--- src/sv/prq_pkg.sv ---
// ----------------------------------------------------------------------------
// prq_pkg - shared types for the priority ready queue scheduler
// Sizes, command codes, sequencer states and the packed words of the task
// and level memories.
// ----------------------------------------------------------------------------
package prq_pkg;

	// Field widths are fixed by the command and result beats
	localparam int TASK_W     = 6;
	localparam int LEVEL_W    = 4;
	localparam int NUM_TASKS  = 64;
	localparam int NUM_LEVELS = 16;

	// Command codes
	typedef enum logic [1:0] {
		FN_MAKE_READY = 2'd0,
		FN_REMOVE     = 2'd1,
		FN_CHG_PRI    = 2'd2,
		FN_ROTATE     = 2'd3
	} func_t;

	// Sequencer states
	typedef enum logic [3:0] {
		S_IDLE,
		S_UL_TASK,
		S_UL_LVL,
		S_UL_W1,
		S_UL_W2,
		S_AP_RD,
		S_AP_W1,
		S_AP_W2,
		S_SR_RD,
		S_SR_WB,
		S_RT_LVL,
		S_RT_HD,
		S_RT_W1,
		S_RT_W2,
		S_DONE
	} state_t;

	// One entry per task: its level and its links within that level
	typedef struct packed {
		logic [LEVEL_W-1:0] level;
		logic [TASK_W-1:0]  prev;
		logic [TASK_W-1:0]  next;
	} task_word_t;

	typedef struct packed {
		logic level;
		logic prev;
		logic next;
	} task_wen_t;

	// One entry per level: head and tail of its FIFO
	typedef struct packed {
		logic [TASK_W-1:0] head;
		logic [TASK_W-1:0] tail;
	} level_word_t;

	typedef struct packed {
		logic head;
		logic tail;
	} level_wen_t;

endpackage

--- src/sv/priority_ready_queue_scheduler_core.sv ---
// ----------------------------------------------------------------------------
// priority_ready_queue_scheduler_core - hardware ready queue for one processor
// Per-level FIFOs of task numbers as doubly linked lists in two memories,
// a bitmap of non-empty levels, and the current highest-priority pick.
// ----------------------------------------------------------------------------
// One command beat is taken at a time and one result beat is produced for
// it. A command is worked by a sequencer that reads, modifies and writes back
// a task memory (level and links per task) and a level memory (head and tail
// per level), both with a registered read. The sequencer steps through the
// memory accesses that each list update needs; a remove of the pick, or a
// change of priority that moves the pick down or sideways, adds a search,
// a rotate of a level that holds fewer than two tasks ends early, and
// ignored commands go straight to the result. A stalled result register
// adds its wait. The next command is taken while the previous result is
// still waiting on the output. No clearing pass is needed after reset: only
// entries of non-empty levels and ready tasks are ever used.
module priority_ready_queue_scheduler_core
	import prq_pkg::*;
(
	input  logic               clk,
	input  logic               arst_n,
	// command beat
	input  logic               in_valid,
	output logic               in_stall,
	input  logic [1:0]         func,
	input  logic [TASK_W-1:0]  task_id,
	input  logic [LEVEL_W-1:0] priority_req,
	input  logic               dispatch_enabled,
	// result beat
	output logic               out_valid,
	input  logic               out_stall,
	output logic [TASK_W-1:0]  sched_task,
	output logic               sched_valid,
	output logic               dispatch_request
);

	// Sequencer and command registers
	state_t               state_q, state_d;
	func_t                cmd_func_q, cmd_func_d;
	logic [TASK_W-1:0]    cmd_task_q, cmd_task_d;
	logic [LEVEL_W-1:0]   cmd_pri_q, cmd_pri_d;
	logic                 cmd_en_q, cmd_en_d;

	// Scratch registers for list surgery
	logic [LEVEL_W-1:0]   old_level_q, old_level_d;
	logic [TASK_W-1:0]    ul_prev_q, ul_prev_d;
	logic [TASK_W-1:0]    ul_next_q, ul_next_d;
	logic                 ul_at_tail_q, ul_at_tail_d;
	logic                 ul_single_q, ul_single_d;
	logic [TASK_W-1:0]    ap_tail_q, ap_tail_d;
	logic                 ap_nonempty_q, ap_nonempty_d;
	logic [TASK_W-1:0]    rt_head_q, rt_head_d;
	logic [TASK_W-1:0]    rt_tail_q, rt_tail_d;
	logic [LEVEL_W-1:0]   sr_level_q, sr_level_d;

	// Scheduler state
	logic [NUM_LEVELS-1:0] ready_bitmap_q, ready_bitmap_d;
	logic [NUM_TASKS-1:0]  task_ready_q, task_ready_d;
	logic [TASK_W-1:0]     pick_q, pick_d;
	logic [LEVEL_W-1:0]    pick_level_q, pick_level_d;
	logic                  pick_valid_q, pick_valid_d;
	logic                  req_q, req_d;

	// Result register
	logic                  out_valid_q, out_valid_d;
	logic                  out_load;
	logic [TASK_W-1:0]     sched_task_q;
	logic                  sched_valid_q;
	logic                  dispatch_request_q;

	// Memory ports
	task_word_t            tm_mem [NUM_TASKS];
	logic                  tm_ren;
	logic [TASK_W-1:0]     tm_raddr;
	task_word_t            tm_rdata;
	task_wen_t             tm_wen;
	logic [TASK_W-1:0]     tm_waddr;
	task_word_t            tm_wdata;

	level_word_t           lm_mem [NUM_LEVELS];
	logic                  lm_ren;
	logic [LEVEL_W-1:0]    lm_raddr;
	level_word_t           lm_rdata;
	level_wen_t            lm_wen;
	logic [LEVEL_W-1:0]    lm_waddr;
	level_word_t           lm_wdata;

	logic                  task_ok;
	logic                  pri_ok;
	logic [LEVEL_W-1:0]    top_level;

	// Highest non-empty level (lowest set bit)
	function automatic logic [LEVEL_W-1:0] first_set(input logic [NUM_LEVELS-1:0] bits);
		logic [LEVEL_W-1:0] enc;
		enc = '0;
		for (int i = NUM_LEVELS - 1; i >= 0; i--) begin
			if (bits[i]) begin
				enc = LEVEL_W'(i);
			end
		end
		return enc;
	endfunction

	assign task_ok   = int'(task_id) < NUM_TASKS;
	assign pri_ok    = int'(priority_req) < NUM_LEVELS;
	assign top_level = first_set(ready_bitmap_q);

	assign in_stall         = (state_q != S_IDLE);
	assign out_valid        = out_valid_q;
	assign sched_task       = sched_task_q;
	assign sched_valid      = sched_valid_q;
	assign dispatch_request = dispatch_request_q;

	// Task memory: field-enabled write, registered read
	always_ff @(posedge clk) begin
		if (tm_wen.level) begin
			tm_mem[tm_waddr].level <= tm_wdata.level;
		end
		if (tm_wen.prev) begin
			tm_mem[tm_waddr].prev <= tm_wdata.prev;
		end
		if (tm_wen.next) begin
			tm_mem[tm_waddr].next <= tm_wdata.next;
		end
		if (tm_ren) begin
			tm_rdata <= tm_mem[tm_raddr];
		end
	end

	// Level memory: field-enabled write, registered read
	always_ff @(posedge clk) begin
		if (lm_wen.head) begin
			lm_mem[lm_waddr].head <= lm_wdata.head;
		end
		if (lm_wen.tail) begin
			lm_mem[lm_waddr].tail <= lm_wdata.tail;
		end
		if (lm_ren) begin
			lm_rdata <= lm_mem[lm_raddr];
		end
	end

	// Sequencer: next state, memory accesses and state updates
	always_comb begin
		logic at_head;
		logic at_tail;
		logic nonempty;
		logic pick_hit;
		logic beats;

		state_d        = state_q;
		cmd_func_d     = cmd_func_q;
		cmd_task_d     = cmd_task_q;
		cmd_pri_d      = cmd_pri_q;
		cmd_en_d       = cmd_en_q;
		old_level_d    = old_level_q;
		ul_prev_d      = ul_prev_q;
		ul_next_d      = ul_next_q;
		ul_at_tail_d   = ul_at_tail_q;
		ul_single_d    = ul_single_q;
		ap_tail_d      = ap_tail_q;
		ap_nonempty_d  = ap_nonempty_q;
		rt_head_d      = rt_head_q;
		rt_tail_d      = rt_tail_q;
		sr_level_d     = sr_level_q;
		ready_bitmap_d = ready_bitmap_q;
		task_ready_d   = task_ready_q;
		pick_d         = pick_q;
		pick_level_d   = pick_level_q;
		pick_valid_d   = pick_valid_q;
		req_d          = req_q;
		out_load       = 1'b0;

		tm_ren   = 1'b0;
		tm_raddr = cmd_task_q;
		tm_wen   = '0;
		tm_waddr = cmd_task_q;
		tm_wdata = '0;
		lm_ren   = 1'b0;
		lm_raddr = cmd_pri_q;
		lm_wen   = '0;
		lm_waddr = cmd_pri_q;
		lm_wdata = '0;

		at_head  = 1'b0;
		at_tail  = 1'b0;
		nonempty = 1'b0;
		pick_hit = pick_valid_q && (pick_q == cmd_task_q);
		beats    = !pick_valid_q || (cmd_pri_q < pick_level_q);

		case (state_q)
			// take a command; ones that cannot apply go straight to the result
			S_IDLE: begin
				if (in_valid) begin
					cmd_func_d = func_t'(func);
					cmd_task_d = task_id;
					cmd_pri_d  = priority_req;
					cmd_en_d   = dispatch_enabled;
					req_d      = 1'b0;
					case (func_t'(func))
						FN_MAKE_READY: begin
							state_d = (task_ok && pri_ok && !task_ready_q[task_id]) ?
								S_AP_RD : S_DONE;
						end
						FN_REMOVE: begin
							state_d = (task_ok && task_ready_q[task_id]) ?
								S_UL_TASK : S_DONE;
						end
						FN_CHG_PRI: begin
							state_d = (task_ok && pri_ok && task_ready_q[task_id]) ?
								S_UL_TASK : S_DONE;
						end
						FN_ROTATE: begin
							state_d = pri_ok ? S_RT_LVL : S_DONE;
						end
						default: begin
							state_d = S_DONE;
						end
					endcase
				end
			end

			// unlink: fetch the task's level and links
			S_UL_TASK: begin
				tm_ren   = 1'b1;
				tm_raddr = cmd_task_q;
				state_d  = S_UL_LVL;
			end

			S_UL_LVL: begin
				old_level_d = tm_rdata.level;
				ul_prev_d   = tm_rdata.prev;
				ul_next_d   = tm_rdata.next;
				lm_ren      = 1'b1;
				lm_raddr    = tm_rdata.level;
				state_d     = S_UL_W1;
			end

			// unlink: fix head/tail and the predecessor's next link, or empty the level
			S_UL_W1: begin
				at_head      = (lm_rdata.head == cmd_task_q);
				at_tail      = (lm_rdata.tail == cmd_task_q);
				ul_at_tail_d = at_tail;
				ul_single_d  = at_head && at_tail;
				lm_waddr     = old_level_q;
				if (at_head && at_tail) begin
					ready_bitmap_d[old_level_q] = 1'b0;
				end else begin
					if (at_head) begin
						lm_wen.head   = 1'b1;
						lm_wdata.head = ul_next_q;
					end else begin
						tm_wen.next   = 1'b1;
						tm_waddr      = ul_prev_q;
						tm_wdata.next = ul_next_q;
					end
					if (at_tail) begin
						lm_wen.tail   = 1'b1;
						lm_wdata.tail = ul_prev_q;
					end
				end
				state_d = S_UL_W2;
			end

			// unlink: successor's prev link, then finish remove or append
			S_UL_W2: begin
				if (!ul_single_q && !ul_at_tail_q) begin
					tm_wen.prev   = 1'b1;
					tm_waddr      = ul_next_q;
					tm_wdata.prev = ul_prev_q;
				end
				if (cmd_func_q == FN_REMOVE) begin
					task_ready_d[cmd_task_q] = 1'b0;
					state_d = pick_hit ? S_SR_RD : S_DONE;
				end else begin
					state_d = S_AP_RD;
				end
			end

			// append: fetch the target level
			S_AP_RD: begin
				lm_ren   = 1'b1;
				lm_raddr = cmd_pri_q;
				state_d  = S_AP_W1;
			end

			// append: task entry, level tail (and head when empty)
			S_AP_W1: begin
				nonempty       = ready_bitmap_q[cmd_pri_q];
				ap_tail_d      = lm_rdata.tail;
				ap_nonempty_d  = nonempty;
				tm_wen.level   = 1'b1;
				tm_wen.prev    = nonempty;
				tm_waddr       = cmd_task_q;
				tm_wdata.level = cmd_pri_q;
				tm_wdata.prev  = lm_rdata.tail;
				lm_waddr       = cmd_pri_q;
				lm_wen.tail    = 1'b1;
				lm_wen.head    = !nonempty;
				lm_wdata.tail  = cmd_task_q;
				lm_wdata.head  = cmd_task_q;
				ready_bitmap_d[cmd_pri_q] = 1'b1;
				task_ready_d[cmd_task_q]  = 1'b1;
				state_d = S_AP_W2;
			end

			// append: old tail's next link, then update the pick
			S_AP_W2: begin
				if (ap_nonempty_q) begin
					tm_wen.next   = 1'b1;
					tm_waddr      = ap_tail_q;
					tm_wdata.next = cmd_task_q;
				end
				if ((cmd_func_q == FN_CHG_PRI) && pick_hit) begin
					if (cmd_pri_q >= old_level_q) begin
						state_d = S_SR_RD;
					end else begin
						pick_level_d = cmd_pri_q;
						state_d      = S_DONE;
					end
				end else begin
					if (beats) begin
						pick_d       = cmd_task_q;
						pick_level_d = cmd_pri_q;
						pick_valid_d = 1'b1;
						req_d        = cmd_en_q;
					end
					state_d = S_DONE;
				end
			end

			// search: head of the highest non-empty level
			S_SR_RD: begin
				if (ready_bitmap_q == '0) begin
					pick_d       = '0;
					pick_valid_d = 1'b0;
					req_d        = cmd_en_q;
					state_d      = S_DONE;
				end else begin
					sr_level_d = top_level;
					lm_ren     = 1'b1;
					lm_raddr   = top_level;
					state_d    = S_SR_WB;
				end
			end

			S_SR_WB: begin
				pick_d       = lm_rdata.head;
				pick_level_d = sr_level_q;
				pick_valid_d = 1'b1;
				req_d        = cmd_en_q &&
					((cmd_func_q == FN_REMOVE) || (lm_rdata.head != cmd_task_q));
				state_d      = S_DONE;
			end

			// rotate: fetch the level, then the head's next link
			S_RT_LVL: begin
				lm_ren   = 1'b1;
				lm_raddr = cmd_pri_q;
				state_d  = S_RT_HD;
			end

			S_RT_HD: begin
				if (ready_bitmap_q[cmd_pri_q] && (lm_rdata.head != lm_rdata.tail)) begin
					rt_head_d = lm_rdata.head;
					rt_tail_d = lm_rdata.tail;
					tm_ren    = 1'b1;
					tm_raddr  = lm_rdata.head;
					state_d   = S_RT_W1;
				end else begin
					state_d = S_DONE;
				end
			end

			// rotate: new head/tail, old tail links to old head
			S_RT_W1: begin
				lm_waddr      = cmd_pri_q;
				lm_wen.head   = 1'b1;
				lm_wen.tail   = 1'b1;
				lm_wdata.head = tm_rdata.next;
				lm_wdata.tail = rt_head_q;
				tm_wen.next   = 1'b1;
				tm_waddr      = rt_tail_q;
				tm_wdata.next = rt_head_q;
				if (pick_valid_q && (pick_q == rt_head_q)) begin
					pick_d = tm_rdata.next;
					req_d  = cmd_en_q;
				end
				state_d = S_RT_W2;
			end

			S_RT_W2: begin
				tm_wen.prev   = 1'b1;
				tm_waddr      = rt_head_q;
				tm_wdata.prev = rt_tail_q;
				state_d       = S_DONE;
			end

			// hand the result to the output register
			S_DONE: begin
				if (!out_valid_q || !out_stall) begin
					out_load = 1'b1;
					state_d  = S_IDLE;
				end
			end

			default: begin
				state_d = S_IDLE;
			end
		endcase

		// result register empties on a taken beat, refills on load
		out_valid_d = out_valid_q;
		if (out_load) begin
			out_valid_d = 1'b1;
		end else if (out_valid_q && !out_stall) begin
			out_valid_d = 1'b0;
		end
	end

	// Control state
	always_ff @(posedge clk or negedge arst_n) begin
		if (!arst_n) begin
			state_q        <= S_IDLE;
			ready_bitmap_q <= '0;
			task_ready_q   <= '0;
			pick_q         <= '0;
			pick_level_q   <= '0;
			pick_valid_q   <= 1'b0;
			req_q          <= 1'b0;
			out_valid_q    <= 1'b0;
		end else begin
			state_q        <= state_d;
			ready_bitmap_q <= ready_bitmap_d;
			task_ready_q   <= task_ready_d;
			pick_q         <= pick_d;
			pick_level_q   <= pick_level_d;
			pick_valid_q   <= pick_valid_d;
			req_q          <= req_d;
			out_valid_q    <= out_valid_d;
		end
	end

	// Command and scratch payload
	always_ff @(posedge clk) begin
		cmd_func_q    <= cmd_func_d;
		cmd_task_q    <= cmd_task_d;
		cmd_pri_q     <= cmd_pri_d;
		cmd_en_q      <= cmd_en_d;
		old_level_q   <= old_level_d;
		ul_prev_q     <= ul_prev_d;
		ul_next_q     <= ul_next_d;
		ul_at_tail_q  <= ul_at_tail_d;
		ul_single_q   <= ul_single_d;
		ap_tail_q     <= ap_tail_d;
		ap_nonempty_q <= ap_nonempty_d;
		rt_head_q     <= rt_head_d;
		rt_tail_q     <= rt_tail_d;
		sr_level_q    <= sr_level_d;
	end

	// Result payload
	always_ff @(posedge clk) begin
		if (out_load) begin
			sched_task_q       <= pick_q;
			sched_valid_q      <= pick_valid_q;
			dispatch_request_q <= req_q;
		end
	end

	// Checks: pick tracks the bitmap and the ready set
	logic [NUM_LEVELS-1:0] above_pick;
	assign above_pick = ready_bitmap_q & ~({NUM_LEVELS{1'b1}} << pick_level_q);

	a_pick_valid_matches_bitmap: assert property (@(posedge clk) disable iff (!arst_n)
		(state_q == S_IDLE) |-> (pick_valid_q == (ready_bitmap_q != '0)))
		else $error("pick valid disagrees with ready bitmap");

	a_pick_at_top_level: assert property (@(posedge clk) disable iff (!arst_n)
		((state_q == S_IDLE) && pick_valid_q) |->
			(ready_bitmap_q[pick_level_q] && (above_pick == '0)))
		else $error("pick is not at the highest non-empty level");

	a_pick_is_ready: assert property (@(posedge clk) disable iff (!arst_n)
		((state_q == S_IDLE) && pick_valid_q) |-> task_ready_q[pick_q])
		else $error("pick is not a ready task");

	a_tm_no_overlap: assert property (@(posedge clk) disable iff (!arst_n)
		!(tm_ren && (tm_wen != '0)))
		else $error("task memory read and written in one cycle");

	a_load_leaves_done: assert property (@(posedge clk) disable iff (!arst_n)
		out_load |=> (out_valid_q && (state_q == S_IDLE)))
		else $error("result load did not land");

endmodule

--- config.mk ---
export PLATFORM = sky130hd
export DESIGN_NAME = priority_ready_queue_scheduler_core
export DESIGN_NICKNAME = d
export VERILOG_FILES = /design/src/sv/prq_pkg.sv /design/src/sv/priority_ready_queue_scheduler_core.sv
export SDC_FILE = /design/constraint.sdc
export NUM_CORES = 2
export LEC_CHECK = 0
export BUFFER_PORTS_ARGS = -buffer_cell sky130_fd_sc_hd__buf_2
export CAP_MARGIN = 25
export CORE_MARGIN = 2
export CORE_UTILIZATION = 57
export DETAILED_ROUTE_END_ITERATION = 8
export PLACE_DENSITY_LB_ADDON = 0.3
export SLEW_MARGIN = 20
export SYNTH_ARGS = -nofsm -noshare
export SYNTH_HDL_FRONTEND = slang
export SYNTH_SLANG_ARGS = --single-unit
--- constraint.sdc ---
create_clock -name clk -period 4 [get_ports clk]
set_input_delay 0.2 -clock clk [delete_from_list [all_inputs] [get_ports clk]]
set_output_delay 0.2 -clock clk [all_outputs]
set_load 0.01 [all_outputs]
# == Word level (Yosys, flattened, before mapping) ==
# Memories as Yosys holds them, arrays and structs flattened. A register that Yosys moved wholly into a read port is not among the register bits.
# Index checks and enable logic that the tools add are counted.
# word_totals
reg_bits,159
ram_bits,1216
inputBits,17
out_inout_bits,10
wordCells,233
n_memories,2
# memory_table
memory,words,word_bits,rd,rd_clocked_by_memory_dff,wr,line,rtl
tm_mem,64,16,1,1,1,priority_ready_queue_scheduler_core.sv:72,task_word_t tm_mem [NUM_TASKS];
lm_mem,16,12,1,1,1,priority_ready_queue_scheduler_core.sv:80,level_word_t lm_mem [NUM_LEVELS];
# op_classes
n_lt_le_gt_ge,9
n_eq_ne,35
mux,111
n_bitwise,7
n_reduce_logical,44
# op_table
op,n
$pmux W64 S2,1
$mux W4,28
$mux W6,16
$and A64 B64 Y64,1
$mux W64,1
$not A64 Y64,1
$or A64 B64 Y64,1
$pmux W4 S14,1
$mux W1,36
$pmux W12 S3,1
$pmux W6 S3,2
$pmux W16 S2,1
$pmux W6 S5,1
$eq A4 B4 Y1 const B,7
$eq A6 B6 Y1,4
$pmux W6 S4,1
$and A16 B16 Y16,1
$eq A4 B3 Y1 const B,4
$logic_not A16 Y1,1
$mux W16,1
$ne A2 B2 Y1 const B,8
$not A16 Y16,1
$or A16 B16 Y16,1
$pmux W4 S2,2
41 further kinds,84

# == Depth between registers and ports, before layout ==
# depth
ltp_word,18
depth_mapped,16
mapped_depth_nobuf,12

# == Worst setup path after synthesis ==
# OpenSTA, ideal clock, no wires.
# synth_timing
path_type,register -> register
startpoint,register state_q[0]
endpoint,"register, netlist name lm_rdata[10]"
setup_time_ns,0.279
arrival_time_ns,3.643
t_required_ns,3.721
path_slack_ns,0.078
path_stages_with_launch,12
path_buffers,3
period_less_slack_ns,3.922
path_cell_list,dfrtp_1 > clkbuf_1 > nand2b_1 > nor3_1 > a21o_1 > nand2_1 > a222oi_1 > buf_2 > buf_4 > mux4_2 > mux2i_1 > a221oi_1
# synth_between
elab_chain_cells,3
elab_cells_between_ends,7
cone_classes,eq/ne (4); mux (2); reduce/logical (1)
# synth_rtl
item,line,rtl
from (decl),priority_ready_queue_scheduler_core.sv:38,"state_t state_q, state_d;"
from (signal assigned),priority_ready_queue_scheduler_core.sv:433,state_q <= state_d;
$eq A4 B4 Y1 (tied with other cells),priority_ready_queue_scheduler_core.sv:191,case (state_q)
$reduce_or A3 Y1 (no line),-,
$pmux W1 S2,priority_ready_queue_scheduler_core.sv:191,
# Several ways; a longest one is shown, not always the timed one.
# A chain may end at the register's enable or synchronous reset.

# == Final worst setup path ==
# layout_timing
startpoint,register cmd_pri_q[0]
endpoint,"register, netlist name tm_rdata[10]"
# layout_between
elab_chain_cells,5
elab_cells_between_ends,7
cone_classes,mux (6); reduce/logical (1)
# layout_rtl
item,line,rtl
from (decl),priority_ready_queue_scheduler_core.sv:41,"logic [LEVEL_W-1:0] cmd_pri_q, cmd_pri_d;"
from (signal assigned),priority_ready_queue_scheduler_core.sv:448,cmd_pri_q <= cmd_pri_d;
$bmux W1 S4 (*),priority_ready_queue_scheduler_core.sv:364,if (ready_bitmap_q[cmd_pri_q] && (lm_rdata.head != lm_rdata.tail)) begin
$mux W1 (not written as such) (*),priority_ready_queue_scheduler_core.sv:364,
$logic_and A1 B1 Y1 (*),priority_ready_queue_scheduler_core.sv:364,
$mux W1 or $mux W6 (tied branches),priority_ready_queue_scheduler_core.sv:364,
$pmux W1 S2 or $mux W6 (tied branches),priority_ready_queue_scheduler_core.sv:191,
# Mark *: on every way between the ends. The rest lies on a longest branch, timed or not. The select of a mux whose other input is x is not followed.

==> results.rst <==
.. list-table::
   :header-rows: 1

   * - Metric
     - Value
   * - Fillers
     - around 7,300
   * - Cell leakage power
     - 23.0 nW
   * - CP dominant cell by count
     - buf_12
   * - Io pins
     - 27
   * - Average size of a mapped cell
     - about 13 sq um
   * - Max Buffers Root-to-Sink
     - 3
   * - Core Box Area
     - approximately 100,000 sq um
   * - Simple-gate portion of the synthesized area
     - 13.6%
   * - Placed Instance Area
     - 61,300 sq um
   * - Wire length of the first global-routing pass
     - ~230 mm
   * - Count of state elements after synthesis
     - roughly 1,400
   * - Clock network latency to the later pin of the worst-skew pair
     - about 0.76 ns
   * - Wire length per cell
     - 25.7 um
   * - Total CTS buffers
     - 142
   * - Die Outline Area
     - approximately 100,000 sq um
   * - Width of the chip
     - roughly 320 um
   * - RSZ-0062 raised after global routing
     - false
   * - Worst IR drop on VDD
     - around 0.00051 V
   * - Clock H-tree levels
     - 4
   * - Final Critical Period
     - 3.90 ns
   * - Worst setup margin
     - 0.0988 ns
   * - Finish-stage setup viols
     - 0
   * - Post-synth top area share
     - around two thirds
   * - Layout cells sized above 1
     - between 10% and 20%
   * - Number of synthesized flops with an enable pin
     - ~1,300
   * - Post-placement cell count
     - slightly below 6,000
   * - Detailed-router iteration count before antenna repair
     - 7
   * - CTS root buf
     - clkbuf_16
   * - Estimated wirelength of the detail-placed design
     - ~99 mm
   * - Worst setup timing slack at the placement stage
     - roughly 0.1 ns
   * - Slowest cell on the critical path
     - mux4_2
   * - Final design area excluding fillers
     - 65,900 sq um
   * - Sequential-to-total area share from yosys stat
     - 71.5%
   * - Post-Synthesis Cell Area
     - approximately 58,000 sq um
   * - Power density over the cells
     - 618 nW/um^2
   * - Slew Limit Headroom
     - 31.3%
   * - Number of max-slew violations in the final report
     - 0
   * - IO buf count
     - 26
   * - Proportion of synthesized flip-flops having asynchronous set or reset
     - 6.91%
   * - CP delay by family, top
     - simple AND/OR/NAND/NOR gates
   * - Detail Route Antenna Nets
     - 0
   * - Layout Area Growth over Synthesis
     - 13.2%
   * - Most repeated cell in the gate-level netlist after synthesis
     - edfxtp_1
   * - CP Cell Sequence
     - mux4_2 -> nand3b_1 -> and4_4 -> inv_2 -> nand4_1 -> and2_4 -> buf_12 -> buf_12 -> nand2_1 -> a32oi_1 -> a21oi_1 -> a311o_1 -> o22ai_1
   * - Compound-gate portion of the synthesized area
     - 8.20%
   * - Worst Path Required
     - roughly 4.6 ns
   * - GPL Wtd Cong
     - 0.936
   * - Initial detailed-routing violation count
     - 6,241
   * - Post-route clock skew
     - 0.0349 ns
   * - Slew @ Worst Pin
     - 1.03 ns
   * - Via total after detailed routing
     - just under 40,000
   * - Cell row count
     - 117
   * - Post-Synth Adder-Cell Area
     - 0.193%
   * - Ranking of synthesized cells by area
     - edfxtp_1 67%, nand2_1 6.8%, dfrtp_1 4.2%, nand3_1 2.7%, mux4_2 1.8%
   * - Synthesized netlist cell count
     - 4,485
   * - TritonCTS clock tree
     - done
   * - Post-synth top flop
     - edfxtp_1
   * - Via-per-instance ratio
     - around 6.4
   * - Type of the most critical hold path
     - input pin to register
   * - Critical-path maximum fanout
     - between 40 and 50
   * - Vias in the first global route
     - 37,400
   * - Clock Sink Count
     - around 1,400
   * - Combinational family with the most area after synthesis
     - simple AND/OR/NAND/NOR gates
   * - Critical Path AT
     - 4.50 ns
   * - Count of endpoints failing hold in the final timing report
     - 0
   * - Final cell count without fillers
     - 6,098
   * - Net count of the finished layout
     - between 4,000 and 5,000
   * - Initial Util
     - 57.3%
   * - Highest clock rate
     - 256 MHz
   * - Syn. warnings
     - 0
   * - Multiplexer area fraction after synthesis
     - between 3 and 4%
   * - Longest individual stage delay on the worst path
     - between 0.5 and 0.6 ns
   * - R2R Setup Slk
     - 0.1 ns
   * - Cell taking the most area after synthesis
     - edfxtp_1
   * - Critical path startpoint category
     - register
   * - Syn nets
     - between 4,000 and 5,000
   * - Post-synthesis share of cell area spent on xor and xnor gates
     - 0.451%
   * - Aggregate global-route resource usage
     - 29.9%
   * - Final cell utilization of the core
     - 64.9%
   * - Die extent in y
     - between 300 and 400 um
   * - CP Buf/Inv Count
     - 3
   * - Number of antenna violations at the first check in global routing
     - 7
   * - Cell variety after synth
     - 66
   * - Max Cap Viol
     - 0
   * - Result of the run
     - complete, no violations
   * - Setup TNS Final
     - 0 ns
   * - Post-route fraction of the period consumed by the critical path
     - 97.5%
   * - Kind of end point of the critical path
     - register
   * - Clk slew on worst S/H paths
     - 0.06 ns
   * - Post-route DRC violation count
     - 0
   * - Hold slack final
     - 0.0258 ns
   * - Class of the most critical setup path
     - register to register
   * - PnR Total Power
     - 40.7 mW
   * - List of most frequent post-synthesis cells
     - 1,306 x edfxtp_1, 1,049 x nand2_1, 315 x nand3_1
   * - Overall overflow remaining after global route
     - 0
   * - Wirelength, routed
     - around 160 mm
   * - Pin count of the biggest net entering global routing
     - 80
==> cell type report <==
cell class              count  area, sq um  area share [%]
clock buffers             185         3870            5.88
well taps                1368         1710            2.60
repair buffers            306         2730            4.14
clock inverters            63          463           0.702
diodes                      2         5.00         0.00759
multi-input cells        2734        15300            23.3
flip-flops and latches   1403        41600            63.2
inverters                  37          139           0.211
==> power breakdown <==
group	total, mW	switching [mW]	internal, mW
registers	18.5	0.622	17.9
clock network	12.6	5.39	7.18
logic	9.61	6.70	2.92
==> final timing paths <==
kind / from / to / cells after the start
worst max register to register: cmd_pri_q[0] / tm_rdata[10] / 13
worst min register to register: req_q / dispatch_request / 0
worst max-delay path: cmd_pri_q[0] / tm_rdata[10] / 13
max in group asynchronous: arst_n / ready_bitmap_q[6] / 3
worst min-delay path: task_id[0] / cmd_task_q[0] / 1
min in group asynchronous: arst_n / asynchronous set/reset pin / 2
==> cells by family after synthesis <==
logic type | count (synthesis)
simple gates | 1860
mux | 143
fa+ha+maj | 9
compound gates | 691
xor+xnor | 30
flops | 1403
buf+inv | 349
==> worst reg2reg max path, cell delays in order, from the launching register on <==
cell	delay (ns)
edfxtp_1	0.53
mux4_2	0.54
nand3b_1	0.11
and4_4	0.30
inv_2	0.10
nand4_1	0.25
and2_4	0.38
buf_12	0.18
buf_12	0.22
nand2_1	0.11
a32oi_1	0.37
a21oi_1	0.17
a311o_1	0.34
o22ai_1	0.15
==> flip-flops by register name, summed over array words and instances (netlist names), 12 cells and up, named ones only <==
name / cells
tm_mem: 1024
ready_bitmap_q: 16
lm_mem: 192
lm_rdata: 12
tm_rdata: 16
==> routing by layer <==
metal / global-route usage [%] / vias up / part of all wire, %
li1: - / 17000 / -
met1: 42.2 / 19200 / 39
met2: 45.9 / 2523 / 46
met3: 5.54 / 456 / 11
met4: 13.1 / 6 / 4.6
met5: 0.139 / - / 0.026
==> cells in the final DEF (no fill, tap or decap), types with 32 or more instances in the layout <==
cell type / netlist / routed
mux4_2: 47 / 47
nand2_1: 1049 / 1047
a211oi_1: 34 / 32
edfxtp_1: 1306 / 1306
dfrtp_1: 97 / 97
a32oi_1: 61 / 61
a31oi_1: 76 / 75
mux2i_1: 74 / 71
clkinv_1: 1 / 32
nor3_1: 44 / 42
nand3_1: 315 / 315
o31ai_1: 53 / 52
a311o_1: 32 / 32
o21ai_0: 126 / 125
clkbuf_16: 0 / 148
buf_4: 11 / 228
buf_12: 0 / 33
and3_1: 73 / 70
nor2_1: 267 / 259
clkbuf_1: 200 / 34
a21oi_1: 145 / 144
a311oi_1: 34 / 34
==> timing repair <==
action,in CTS,in global routing
gates resized for setup,0,18
endpoints found under the setup margin,0,113
hold endpoints to repair,89,0
hold buffers,15,0
setup buffers,0,6
No activity file was read; power rests on OpenSTA's default activity.
